**config.mk**
```make
export PLATFORM = sky130hd
export DESIGN_NAME = cluster_box_obstacle_detect
export DESIGN_NICKNAME = d
export VERILOG_FILES = /design/src/rtl/cbod_pkg.sv /design/src/rtl/cluster_box_obstacle_detect.sv /design/src/rtl/cbod_regs.sv /design/src/rtl/cbod_datapath.sv /design/src/rtl/cbod_ctrl.sv
export SDC_FILE = /design/constraint.sdc
export NUM_CORES = 2
export LEC_CHECK = 0
export BUFFER_PORTS_ARGS = -buffer_cell sky130_fd_sc_hd__buf_2
export CAP_MARGIN = 20
export CELL_PAD_IN_SITES_DETAIL_PLACEMENT = 0
export CELL_PAD_IN_SITES_GLOBAL_PLACEMENT = 1
export CORE_ASPECT_RATIO = 1.5
export CORE_MARGIN = 2
export CORE_UTILIZATION = 35
export DETAILED_ROUTE_END_ITERATION = 10
export PLACE_DENSITY_LB_ADDON = 0.1
export SETUP_SLACK_MARGIN = 0.2
export SYNTH_ARGS = -nofsm -noshare
export SYNTH_HDL_FRONTEND = slang
export SYNTH_SLANG_ARGS = --single-unit
```
**constraint.sdc**
```tcl
create_clock -name i_clk -period 6.3 [get_ports i_clk]
set_input_delay 0.945 -clock i_clk [delete_from_list [all_inputs] [get_ports i_clk]]
set_output_delay 0.945 -clock i_clk [all_outputs]
set_load 0.005 [all_outputs]
```
**src/rtl/cbod_pkg.sv**
```systemverilog
// Shared constants, register codes and types for the cluster box obstacle detector.
// No dependencies; imported by every module of the block.
package cbod_pkg;

    localparam int MAX_CLUSTERS  = 64;
    localparam int SLOT_BITS     = $clog2(MAX_CLUSTERS);
    localparam int USED_BITS     = SLOT_BITS + 1;
    localparam int COUNT_BITS    = 17;
    localparam int COORD_BITS    = 20;
    localparam int CMP_BITS      = COORD_BITS + 1;
    localparam int LABEL_BITS    = 16;
    localparam int LIM_BITS      = 19;
    localparam int THR_BITS      = 17;
    localparam int OUT_SLOT_BITS = 6;
    localparam int OUT_CNT_BITS  = 17;
    localparam int NUM_REGS      = 5;
    localparam int ADDR_BITS     = $clog2(4 * NUM_REGS);
    localparam int DATA_BITS     = 32;
    localparam int IN_BYTES_BITS = 80;
    localparam int OUT_DATA_BITS = 24;

    localparam logic [COUNT_BITS-1:0] COUNT_MAX = {COUNT_BITS{1'b1}};

    typedef logic [ADDR_BITS-3:0] t_reg_idx;
    localparam t_reg_idx REG_X_LIMIT = t_reg_idx'(0);
    localparam t_reg_idx REG_Y_LIMIT = t_reg_idx'(1);
    localparam t_reg_idx REG_Z_HIGH  = t_reg_idx'(2);
    localparam t_reg_idx REG_Z_LOW   = t_reg_idx'(3);
    localparam t_reg_idx REG_THRESH  = t_reg_idx'(4);

    localparam logic [LIM_BITS-1:0]          RST_X_LIMIT = LIM_BITS'(2500);
    localparam logic [LIM_BITS-1:0]          RST_Y_LIMIT = LIM_BITS'(700);
    localparam logic signed [COORD_BITS-1:0] RST_Z_HIGH  = COORD_BITS'(2000);
    localparam logic signed [COORD_BITS-1:0] RST_Z_LOW   = -COORD_BITS'(500);
    localparam logic [THR_BITS-1:0]          RST_THRESH  = THR_BITS'(100);

    typedef struct packed {
        logic [LIM_BITS-1:0]          x_limit;
        logic [LIM_BITS-1:0]          y_limit;
        logic signed [COORD_BITS-1:0] z_high;
        logic signed [COORD_BITS-1:0] z_low;
        logic [THR_BITS-1:0]          count_threshold;
    } t_cfg;

    typedef struct packed {
        logic signed [COORD_BITS-1:0] x_mm;
        logic signed [COORD_BITS-1:0] y_mm;
        logic signed [COORD_BITS-1:0] z_mm;
        logic [LABEL_BITS-1:0]        seg_label;
        logic                         frame_end;
    } t_point;

    typedef struct packed {
        logic [LABEL_BITS-1:0] label;
        logic [COUNT_BITS-1:0] count;
    } t_slot;

    typedef struct packed {
        logic load;
        logic search;
        logic scan_start;
        logic scan;
        logic report;
    } t_dp_cmd;

    typedef struct packed {
        logic hit;
        logic miss;
        logic last;
        logic out_free;
    } t_dp_sts;

endpackage

```
**src/rtl/cluster_box_obstacle_detect.sv**
```systemverilog
// Each point item is matched against the cluster slots of the current frame by a pipelined
// search of the slot memory, one slot per cycle. The search stops at the slot that holds its
// label, or after all taken slots when the label is new. The item with tlast then scans
// the taken slots on the same memory port until one reports or none is left, and then the
// result register is loaded; that load waits until any earlier result has left. The next
// point is accepted after that load while the new result may still wait on m_tready.
// The slot memory of 64 slots needs no clearing pass: only slots below the fill count are
// ever read. Depends on cbod_pkg, cbod_regs, cbod_datapath and cbod_ctrl.
module cluster_box_obstacle_detect (
    input  logic                                 i_clk,
    input  logic                                 i_rst_n,
    input  logic                                 s_tvalid,
    output logic                                 s_tready,
    // x_mm[19:0], y_mm[39:20], z_mm[59:40], seg_label[75:60], zero fill[79:76]
    input  logic [cbod_pkg::IN_BYTES_BITS-1:0]   s_tdata,
    input  logic                                 s_tlast,
    output logic                                 m_tvalid,
    input  logic                                 m_tready,
    // cluster_slot[5:0], box_count[22:6], slot_overflow[23]
    output logic [cbod_pkg::OUT_DATA_BITS-1:0]   m_tdata,
    // obstacle[0]
    output logic [0:0]                           m_tuser,
    input  logic                                 psel,
    input  logic                                 penable,
    input  logic                                 pwrite,
    input  logic [cbod_pkg::ADDR_BITS-1:0]       paddr,
    input  logic [cbod_pkg::DATA_BITS-1:0]       pwdata,
    output logic [cbod_pkg::DATA_BITS-1:0]       prdata,
    output logic                                 pready
);
    import cbod_pkg::*;

    t_cfg                     w_cfg;
    t_point                   w_point;
    t_dp_cmd                  w_cmd;
    t_dp_sts                  w_sts;
    logic [OUT_SLOT_BITS-1:0] w_slot;
    logic [OUT_CNT_BITS-1:0]  w_count;
    logic                     w_ovf;

    assign pready = 1'b1;

    assign w_point.x_mm      = signed'(s_tdata[19:0]);
    assign w_point.y_mm      = signed'(s_tdata[39:20]);
    assign w_point.z_mm      = signed'(s_tdata[59:40]);
    assign w_point.seg_label = s_tdata[75:60];
    assign w_point.frame_end = s_tlast;

    cbod_regs u_regs (
        .i_clk     (i_clk),
        .i_rst_n   (i_rst_n),
        .i_psel    (psel),
        .i_penable (penable),
        .i_pwrite  (pwrite),
        .i_paddr   (paddr),
        .i_pwdata  (pwdata),
        .o_prdata  (prdata),
        .o_cfg     (w_cfg)
    );

    cbod_ctrl u_ctrl (
        .i_clk      (i_clk),
        .i_rst_n    (i_rst_n),
        .i_s_tvalid (s_tvalid),
        .o_s_tready (s_tready),
        .i_sts      (w_sts),
        .o_cmd      (w_cmd)
    );

    cbod_datapath u_dp (
        .i_clk           (i_clk),
        .i_rst_n         (i_rst_n),
        .i_cfg           (w_cfg),
        .i_point         (w_point),
        .i_cmd           (w_cmd),
        .o_sts           (w_sts),
        .i_m_tready      (m_tready),
        .o_m_tvalid      (m_tvalid),
        .o_obstacle      (m_tuser[0]),
        .o_cluster_slot  (w_slot),
        .o_box_count     (w_count),
        .o_slot_overflow (w_ovf)
    );

    assign m_tdata = {w_ovf, w_count, w_slot};

endmodule

```
**src/rtl/cbod_regs.sv**
```systemverilog
// APB register file holding the box bounds and count threshold.
// Depends on cbod_pkg.
module cbod_regs (
    input  logic                            i_clk,
    input  logic                            i_rst_n,
    input  logic                            i_psel,
    input  logic                            i_penable,
    input  logic                            i_pwrite,
    input  logic [cbod_pkg::ADDR_BITS-1:0]  i_paddr,
    input  logic [cbod_pkg::DATA_BITS-1:0]  i_pwdata,
    output logic [cbod_pkg::DATA_BITS-1:0]  o_prdata,
    output cbod_pkg::t_cfg                  o_cfg
);
    import cbod_pkg::*;

    t_cfg     r_cfg;
    t_cfg     n_cfg;
    t_reg_idx w_idx;

    assign w_idx = i_paddr[ADDR_BITS-1:2];

    always_comb begin
        n_cfg = r_cfg;
        if (i_psel && i_penable && i_pwrite) begin
            case (w_idx)
                REG_X_LIMIT: n_cfg.x_limit         = i_pwdata[LIM_BITS-1:0];
                REG_Y_LIMIT: n_cfg.y_limit         = i_pwdata[LIM_BITS-1:0];
                REG_Z_HIGH:  n_cfg.z_high          = signed'(i_pwdata[COORD_BITS-1:0]);
                REG_Z_LOW:   n_cfg.z_low           = signed'(i_pwdata[COORD_BITS-1:0]);
                REG_THRESH:  n_cfg.count_threshold = i_pwdata[THR_BITS-1:0];
                default:     n_cfg = r_cfg;
            endcase
        end
    end

    always_comb begin
        case (w_idx)
            REG_X_LIMIT: o_prdata = DATA_BITS'(r_cfg.x_limit);
            REG_Y_LIMIT: o_prdata = DATA_BITS'(r_cfg.y_limit);
            REG_Z_HIGH:  o_prdata = DATA_BITS'(r_cfg.z_high);
            REG_Z_LOW:   o_prdata = DATA_BITS'(r_cfg.z_low);
            REG_THRESH:  o_prdata = DATA_BITS'(r_cfg.count_threshold);
            default:     o_prdata = '0;
        endcase
    end

    always_ff @(posedge i_clk) begin
        if (!i_rst_n) begin
            r_cfg.x_limit         <= RST_X_LIMIT;
            r_cfg.y_limit         <= RST_Y_LIMIT;
            r_cfg.z_high          <= RST_Z_HIGH;
            r_cfg.z_low           <= RST_Z_LOW;
            r_cfg.count_threshold <= RST_THRESH;
        end else begin
            r_cfg <= n_cfg;
        end
    end

    assign o_cfg = r_cfg;

endmodule

```
**src/rtl/cbod_datapath.sv**
```systemverilog
// Datapath: point register, slot memory with pipelined search/scan, counters, result register.
// Depends on cbod_pkg; sequenced by cbod_ctrl.
module cbod_datapath (
    input  logic                                 i_clk,
    input  logic                                 i_rst_n,
    input  cbod_pkg::t_cfg                       i_cfg,
    input  cbod_pkg::t_point                     i_point,
    input  cbod_pkg::t_dp_cmd                    i_cmd,
    output cbod_pkg::t_dp_sts                    o_sts,
    input  logic                                 i_m_tready,
    output logic                                 o_m_tvalid,
    output logic                                 o_obstacle,
    output logic [cbod_pkg::OUT_SLOT_BITS-1:0]   o_cluster_slot,
    output logic [cbod_pkg::OUT_CNT_BITS-1:0]    o_box_count,
    output logic                                 o_slot_overflow
);
    import cbod_pkg::*;

    t_slot r_mem [MAX_CLUSTERS];
    t_slot r_rdata;

    t_point                 r_pt;
    logic [USED_BITS-1:0]   r_ridx,  n_ridx;
    logic                   r_rv,    n_rv;
    logic [SLOT_BITS-1:0]   r_cidx,  n_cidx;
    logic [USED_BITS-1:0]   r_used,  n_used;
    logic                   r_ovf,   n_ovf;
    logic                   r_hobst, n_hobst;
    logic [SLOT_BITS-1:0]   r_hslot, n_hslot;
    logic [COUNT_BITS-1:0]  r_hcnt,  n_hcnt;
    logic                   r_ovalid, n_ovalid;
    logic                   r_oobst;
    logic [SLOT_BITS-1:0]   r_oslot;
    logic [COUNT_BITS-1:0]  r_ocnt;
    logic                   r_oovf;

    logic                   w_run, w_hit, w_miss, w_issue, w_inside, w_inc, w_we;
    logic [SLOT_BITS-1:0]   w_waddr;
    t_slot                  w_wdata;
    logic signed [CMP_BITS-1:0] w_x, w_y, w_xl, w_yl;

    assign w_x  = CMP_BITS'(r_pt.x_mm);
    assign w_y  = CMP_BITS'(r_pt.y_mm);
    assign w_xl = signed'(CMP_BITS'(i_cfg.x_limit));
    assign w_yl = signed'(CMP_BITS'(i_cfg.y_limit));

    assign w_inside = (r_pt.x_mm > 0) && (w_x < w_xl) && (w_y < w_yl) && (w_y > -w_yl)
                   && (r_pt.z_mm > i_cfg.z_low) && (r_pt.z_mm < i_cfg.z_high);
    assign w_inc    = w_inside && (r_rdata.count != COUNT_MAX);

    assign w_run   = i_cmd.search | i_cmd.scan;
    assign w_hit   = r_rv && (i_cmd.scan ? (r_rdata.count > i_cfg.count_threshold)
                                         : (r_rdata.label == r_pt.seg_label));
    assign w_miss  = !r_rv && (r_ridx >= r_used);
    assign w_issue = w_run && !w_hit && (r_ridx < r_used);

    always_comb begin
        n_ridx   = r_ridx;
        n_rv     = w_issue;
        n_cidx   = r_cidx;
        n_used   = r_used;
        n_ovf    = r_ovf;
        n_hobst  = r_hobst;
        n_hslot  = r_hslot;
        n_hcnt   = r_hcnt;
        n_ovalid = r_ovalid;
        w_we     = 1'b0;
        w_waddr  = r_cidx;
        w_wdata  = '{label: r_pt.seg_label, count: r_rdata.count + COUNT_BITS'(w_inc)};

        if (w_issue) begin
            n_ridx = r_ridx + USED_BITS'(1);
            n_cidx = r_ridx[SLOT_BITS-1:0];
        end

        if (i_cmd.search && w_hit) begin
            w_we = 1'b1;
        end else if (i_cmd.search && w_miss) begin
            if (r_used != USED_BITS'(MAX_CLUSTERS)) begin
                w_we    = 1'b1;
                w_waddr = r_used[SLOT_BITS-1:0];
                w_wdata = '{label: r_pt.seg_label, count: COUNT_BITS'(w_inside)};
                n_used  = r_used + USED_BITS'(1);
            end else begin
                n_ovf = 1'b1;
            end
        end

        if (i_cmd.scan && (w_hit || w_miss)) begin
            n_hobst = w_hit;
            n_hslot = w_hit ? r_cidx : '0;
            n_hcnt  = w_hit ? r_rdata.count : '0;
        end

        if (i_cmd.load || i_cmd.scan_start) begin
            n_ridx = '0;
            n_rv   = 1'b0;
        end

        if (i_cmd.report) begin
            n_ovalid = 1'b1;
            n_used   = '0;
            n_ovf    = 1'b0;
        end else if (i_m_tready) begin
            n_ovalid = 1'b0;
        end
    end

    always_ff @(posedge i_clk) begin
        if (w_we) begin
            r_mem[w_waddr] <= w_wdata;
        end
        if (w_issue) begin
            r_rdata <= r_mem[r_ridx[SLOT_BITS-1:0]];
        end
    end

    always_ff @(posedge i_clk) begin
        if (i_cmd.load) begin
            r_pt <= i_point;
        end
        if (i_cmd.report) begin
            r_oobst <= r_hobst;
            r_oslot <= r_hslot;
            r_ocnt  <= r_hcnt;
            r_oovf  <= r_ovf;
        end
        r_cidx  <= n_cidx;
        r_hobst <= n_hobst;
        r_hslot <= n_hslot;
        r_hcnt  <= n_hcnt;
    end

    always_ff @(posedge i_clk) begin
        if (!i_rst_n) begin
            r_ridx   <= '0;
            r_rv     <= 1'b0;
            r_used   <= '0;
            r_ovf    <= 1'b0;
            r_ovalid <= 1'b0;
        end else begin
            r_ridx   <= n_ridx;
            r_rv     <= n_rv;
            r_used   <= n_used;
            r_ovf    <= n_ovf;
            r_ovalid <= n_ovalid;
        end
    end

    assign o_sts.hit      = w_hit;
    assign o_sts.miss     = w_miss;
    assign o_sts.last     = r_pt.frame_end;
    assign o_sts.out_free = !r_ovalid || i_m_tready;

    assign o_m_tvalid      = r_ovalid;
    assign o_obstacle      = r_oobst;
    assign o_cluster_slot  = OUT_SLOT_BITS'(r_oslot);
    assign o_box_count     = OUT_CNT_BITS'(r_ocnt);
    assign o_slot_overflow = r_oovf;

endmodule

```
**src/rtl/cbod_ctrl.sv**
```systemverilog
// Controller state machine: sequences accept, label search, end-of-frame scan and report.
// Depends on cbod_pkg; drives cbod_datapath.
module cbod_ctrl (
    input  logic                 i_clk,
    input  logic                 i_rst_n,
    input  logic                 i_s_tvalid,
    output logic                 o_s_tready,
    input  cbod_pkg::t_dp_sts    i_sts,
    output cbod_pkg::t_dp_cmd    o_cmd
);
    import cbod_pkg::*;

    typedef enum logic [3:0] {
        S_IDLE   = 4'b0001,
        S_SEARCH = 4'b0010,
        S_SCAN   = 4'b0100,
        S_REPORT = 4'b1000
    } t_state;

    t_state r_state, n_state;

    always_comb begin
        n_state    = r_state;
        o_cmd      = '0;
        o_s_tready = 1'b0;
        case (r_state)
            S_IDLE: begin
                o_s_tready = 1'b1;
                if (i_s_tvalid) begin
                    o_cmd.load = 1'b1;
                    n_state    = S_SEARCH;
                end
            end
            S_SEARCH: begin
                o_cmd.search = 1'b1;
                if (i_sts.hit || i_sts.miss) begin
                    if (i_sts.last) begin
                        o_cmd.scan_start = 1'b1;
                        n_state          = S_SCAN;
                    end else begin
                        n_state = S_IDLE;
                    end
                end
            end
            S_SCAN: begin
                o_cmd.scan = 1'b1;
                if (i_sts.hit || i_sts.miss) begin
                    n_state = S_REPORT;
                end
            end
            S_REPORT: begin
                if (i_sts.out_free) begin
                    o_cmd.report = 1'b1;
                    n_state      = S_IDLE;
                end
            end
            default: n_state = S_IDLE;
        endcase
    end

    always_ff @(posedge i_clk) begin
        if (!i_rst_n) begin
            r_state <= S_IDLE;
        end else begin
            r_state <= n_state;
        end
    end

endmodule

```
==> results_dict.tcl <==
set metrics [dict create \
    status "completed" \
    synth-seq-cells 2393 \
    ctsLongestPathBuffers 4 \
    relSlewSlack 0.198 \
    tightest_slew_ns 1.17 \
    period_minus_slack_ns 5.75 \
    synth-edff-count 2277 \
    max-vdd-ir-drop_uv 250 \
    setup_violations 0 \
    ys_warn_count 0 \
    avgSynthCellArea_um2 21.2 \
    grt_util_all_layers 0.225 \
    start_util 0.352 \
    hp-class "primary input to flip-flop" \
    synth_nets 4708 \
    rsz0062_at_grt "no" \
    synth_cell_types 72 \
    fin_crit_sh 0.913 \
    routedWlPerCell_um 36.2 \
    placedCellCount 8142 \
    total_leakage_power_uw 0.0335 \
    drc 0 \
    port_buffers 165 \
    dr.pass1.iters 5 \
    drt_iter0_markers 4256 \
    swShare 0.205 \
    regToRegSetupSlack_ns 0.55 \
    routabilityCongestion 0.873 \
    p_clk_frac 0.437 \
    critPathLaunchType "flip-flop" \
    grt_pass1_vias 49300 \
    ys_seq_area_frac 0.748 \
    clockRootBuffer "clkbuf_16" \
    nets 5117 \
    p_int_uw 25500 \
    final_cell_mix "edfxtp_1, mux4_2, clkbuf_16, nand2_1, buf_2" \
    die-area_um2 274000 \
    ys_async_sr_fraction 0 \
    power.switching_uw 6580 \
    die_width_um 428 \
    fp-row-count 233 \
    critPathCaptureType "flip-flop" \
    htreeDepth 4 \
    seq_power_share 0.546 \
    grt-ovfl-total 0 \
    drv_cap 0 \
    pwr_density_cell_nw_per_um2 292 \
    area_delta_synth_final_pct 16.0 \
    vias_per_cell 5.49 \
    arrival_ns 6.51 \
    fin_cells 8593 \
    dp_hpwl_um 179000 \
    postRouteAntennaNets 0 \
    core_um2 268000 \
    grt_pass1_wl_um 422000 \
    fin_worst_skew_ns 0.0846 \
    comb_power_share 0.018 \
    required_ns 7.06 \
    synth-main-ff-cell "edfxtp_1" \
    cp-startpoint "u_regs.o_cfg[59]$_SDFFE_PN1P_" \
    die_h_um 641 \
    grt_max_degree 136 \
    final_util 0.408 \
    netlist_instances 4457 \
    vias 47200 \
    max_freq_mhz 174 \
    cts_tree "done" \
    r2r-start "u_regs.o_cfg[59]$_SDFFE_PN1P_" \
    hold_violations 0 \
    hp-start "s_tdata[69]" \
    path_class "flip-flop to flip-flop" \
    slew_viol_final 0 \
    path_clk_slew_ns 0.06 \
    final_common_cell "edfxtp_1" \
    syn_area_um2 94600 \
    antenna_found_initial 17 \
    cts.sink_count 2393 \
    clkLatencyLatePin_ns 0.93 \
    totalWireLength_um 311000 \
    ctsHoldBuffers 0 \
    io_pins 185 \
    numCtsBuffers 236 \
    layout-drive-gt1-share 0.302 \
    cp_max_fo 16 \
]
==> per-layer routing <==
layer,routed length (um),up-vias,global-route usage,part of all wire
li1,-,19400,-,-
met1,118000,26100,0.268,0.38
met2,169000,1262,0.418,0.54
met3,12300,396,0.0265,0.040
met4,11300,4,0.0760,0.036
met5,34,-,0,0.00011
==> worst max-delay path: stages (launching register included) <==
cell	delay [ns]
dfxtp_1	0.36
nor4_2	0.30
buf_4	0.16
nand2_1	0.09
or3_1	0.43
nand2b_1	0.24
nor4_2	0.20
xnor2_1	0.15
ha_1	0.26
nand4_1	0.17
nor2_1	0.11
a22o_1	0.20
or4_1	0.48
a311oi_2	0.24
o2111ai_2	0.20
buf_4	0.21
nor2_1	0.10
ha_1	0.19
buf_4	0.12
nand2_1	0.06
nor2_1	0.11
buf_4	0.20
nand2_1	0.14
or3_1	0.40
a21oi_4	0.16
buf_12	0.15
buf_6	0.17
==> registers in the layout, summed over array words and instances (netlist names), 4 cells and up <==
name / cells
u_dp.r_pt: 76
u_ctrl.r_state: 4
u_dp.r_rdata: 33
u_dp.o_box_count: 17
u_dp.r_hslot: 6
u_dp.r_hcnt: 17
u_dp.r_cidx: 6
u_dp.r_ridx: 7
u_dp.o_cluster_slot: 6
u_dp.r_used: 7
u_regs.o_cfg: 95
u_dp.r_mem: 2112
==> stage by stage <==
stage               hold slack (ns)  setup WS, ns  area, um2  total power (uW)  setup TNS, ns
global route                  0.157         0.181     110000             33000              0
finish                        0.198         0.547     110000             32000              0
detailed placement            0.405        0.0420     102000             18400              0
global placement              0.404         0.193     102000             18400              0
CTS                           0.110         0.249     109000             32400              0
floorplan                     0.400        -0.364      94600             18100         -23.99
==> worst paths after layout <==
| check | depth (start not counted) | endpoint |
|---|---|---|
| worst max-delay path | 26 | u_dp.r_mem[36][11]$_DFFE_PP_ |
| worst min-delay path | 1 | u_dp.r_pt[10]$_DFFE_PP_ |
| worst max register to register | 26 | u_dp.r_mem[36][11]$_DFFE_PP_ |
| worst min register to register | 0 | u_dp.o_box_count[16]$_DFFE_PP_ |
==> power by group through the flow <==
stage	sequential, uW	clock [uW]	combinational (uW)
after floorplan	17900	0	205
after global placement	17800	0	546
after detailed placement	17800	0	561
after CTS	17500	14400	564
after global routing	17500	14900	615
final	17500	14000	564
==> cell type report <==
cell class | instances | area (um2)
antenna | 19 | 47.5
timing repair buffer | 397 | 3450
sequential | 2393 | 70700
tap | 3525 | 4410
multi-input combinational | 1725 | 23200
fill | 23800 | 159000
clock inverter | 128 | 1240
clock buffer | 293 | 6180
inverter | 113 | 427
==> synth_stat cells (4+ instances only) <==
cell,count,area share
edfxtp_1,2277,0.72
buf_2,53,0.0028
mux2i_1,19,0.0020
a21oi_1,55,0.0029
a31oi_1,4,0.00026
nand2_1,236,0.0094
o211ai_1,38,0.0030
a21boi_0,66,0.0052
nor3_1,37,0.0020
inv_1,112,0.0044
nand3_1,27,0.0014
xnor2_1,34,0.0031
nor4b_1,5,0.00046
a221o_1,18,0.0019
o21ai_0,46,0.0024
dfxtp_1,116,0.025
nor4_1,22,0.0015
or3_1,10,0.00066
xor2_1,13,0.0012
a211oi_1,5,0.00040
nor2b_1,11,0.00073
a21o_1,12,0.00095
nand4_1,27,0.0018
mux4_2,696,0.17
clkbuf_1,143,0.0057
nand2b_1,11,0.00073
or4_1,8,0.00064
and3_1,8,0.00053
o2111ai_1,4,0.00037
a2111o_1,4,0.00048
buf_4,15,0.0012
and2_1,27,0.0018
o31ai_1,6,0.00048
buf_1,16,0.00064
ha_1,126,0.017
nor2_1,93,0.0037
o221ai_1,4,0.00037
==> logic make-up (layout without fill, tap and decap cells) <==
group / Yosys count / in the layout / share of synthesized area
AOI/OAI and AO/OA: 294 / 294 / 0.0217
xor gates and xnor gates: 47 / 47 / 0.00435
adders and majority gates: 126 / 126 / 0.0167
buffers and inverters: 340 / 931 / 0.0148
DFF: 2393 / 2393 / 0.748
muxes: 717 / 717 / 0.168
other: 1 / 20 / 0.0000397
and+or+nand+nor: 539 / 540 / 0.0268
==> what timing repair did <==
item,CTS,global route
gates cloned,1,6
buffers inserted,0,2
resized for setup,1,4
setup endpoints to repair,64,486
pin swaps,1,2
No activity file was read; power rests on OpenSTA's default activity.
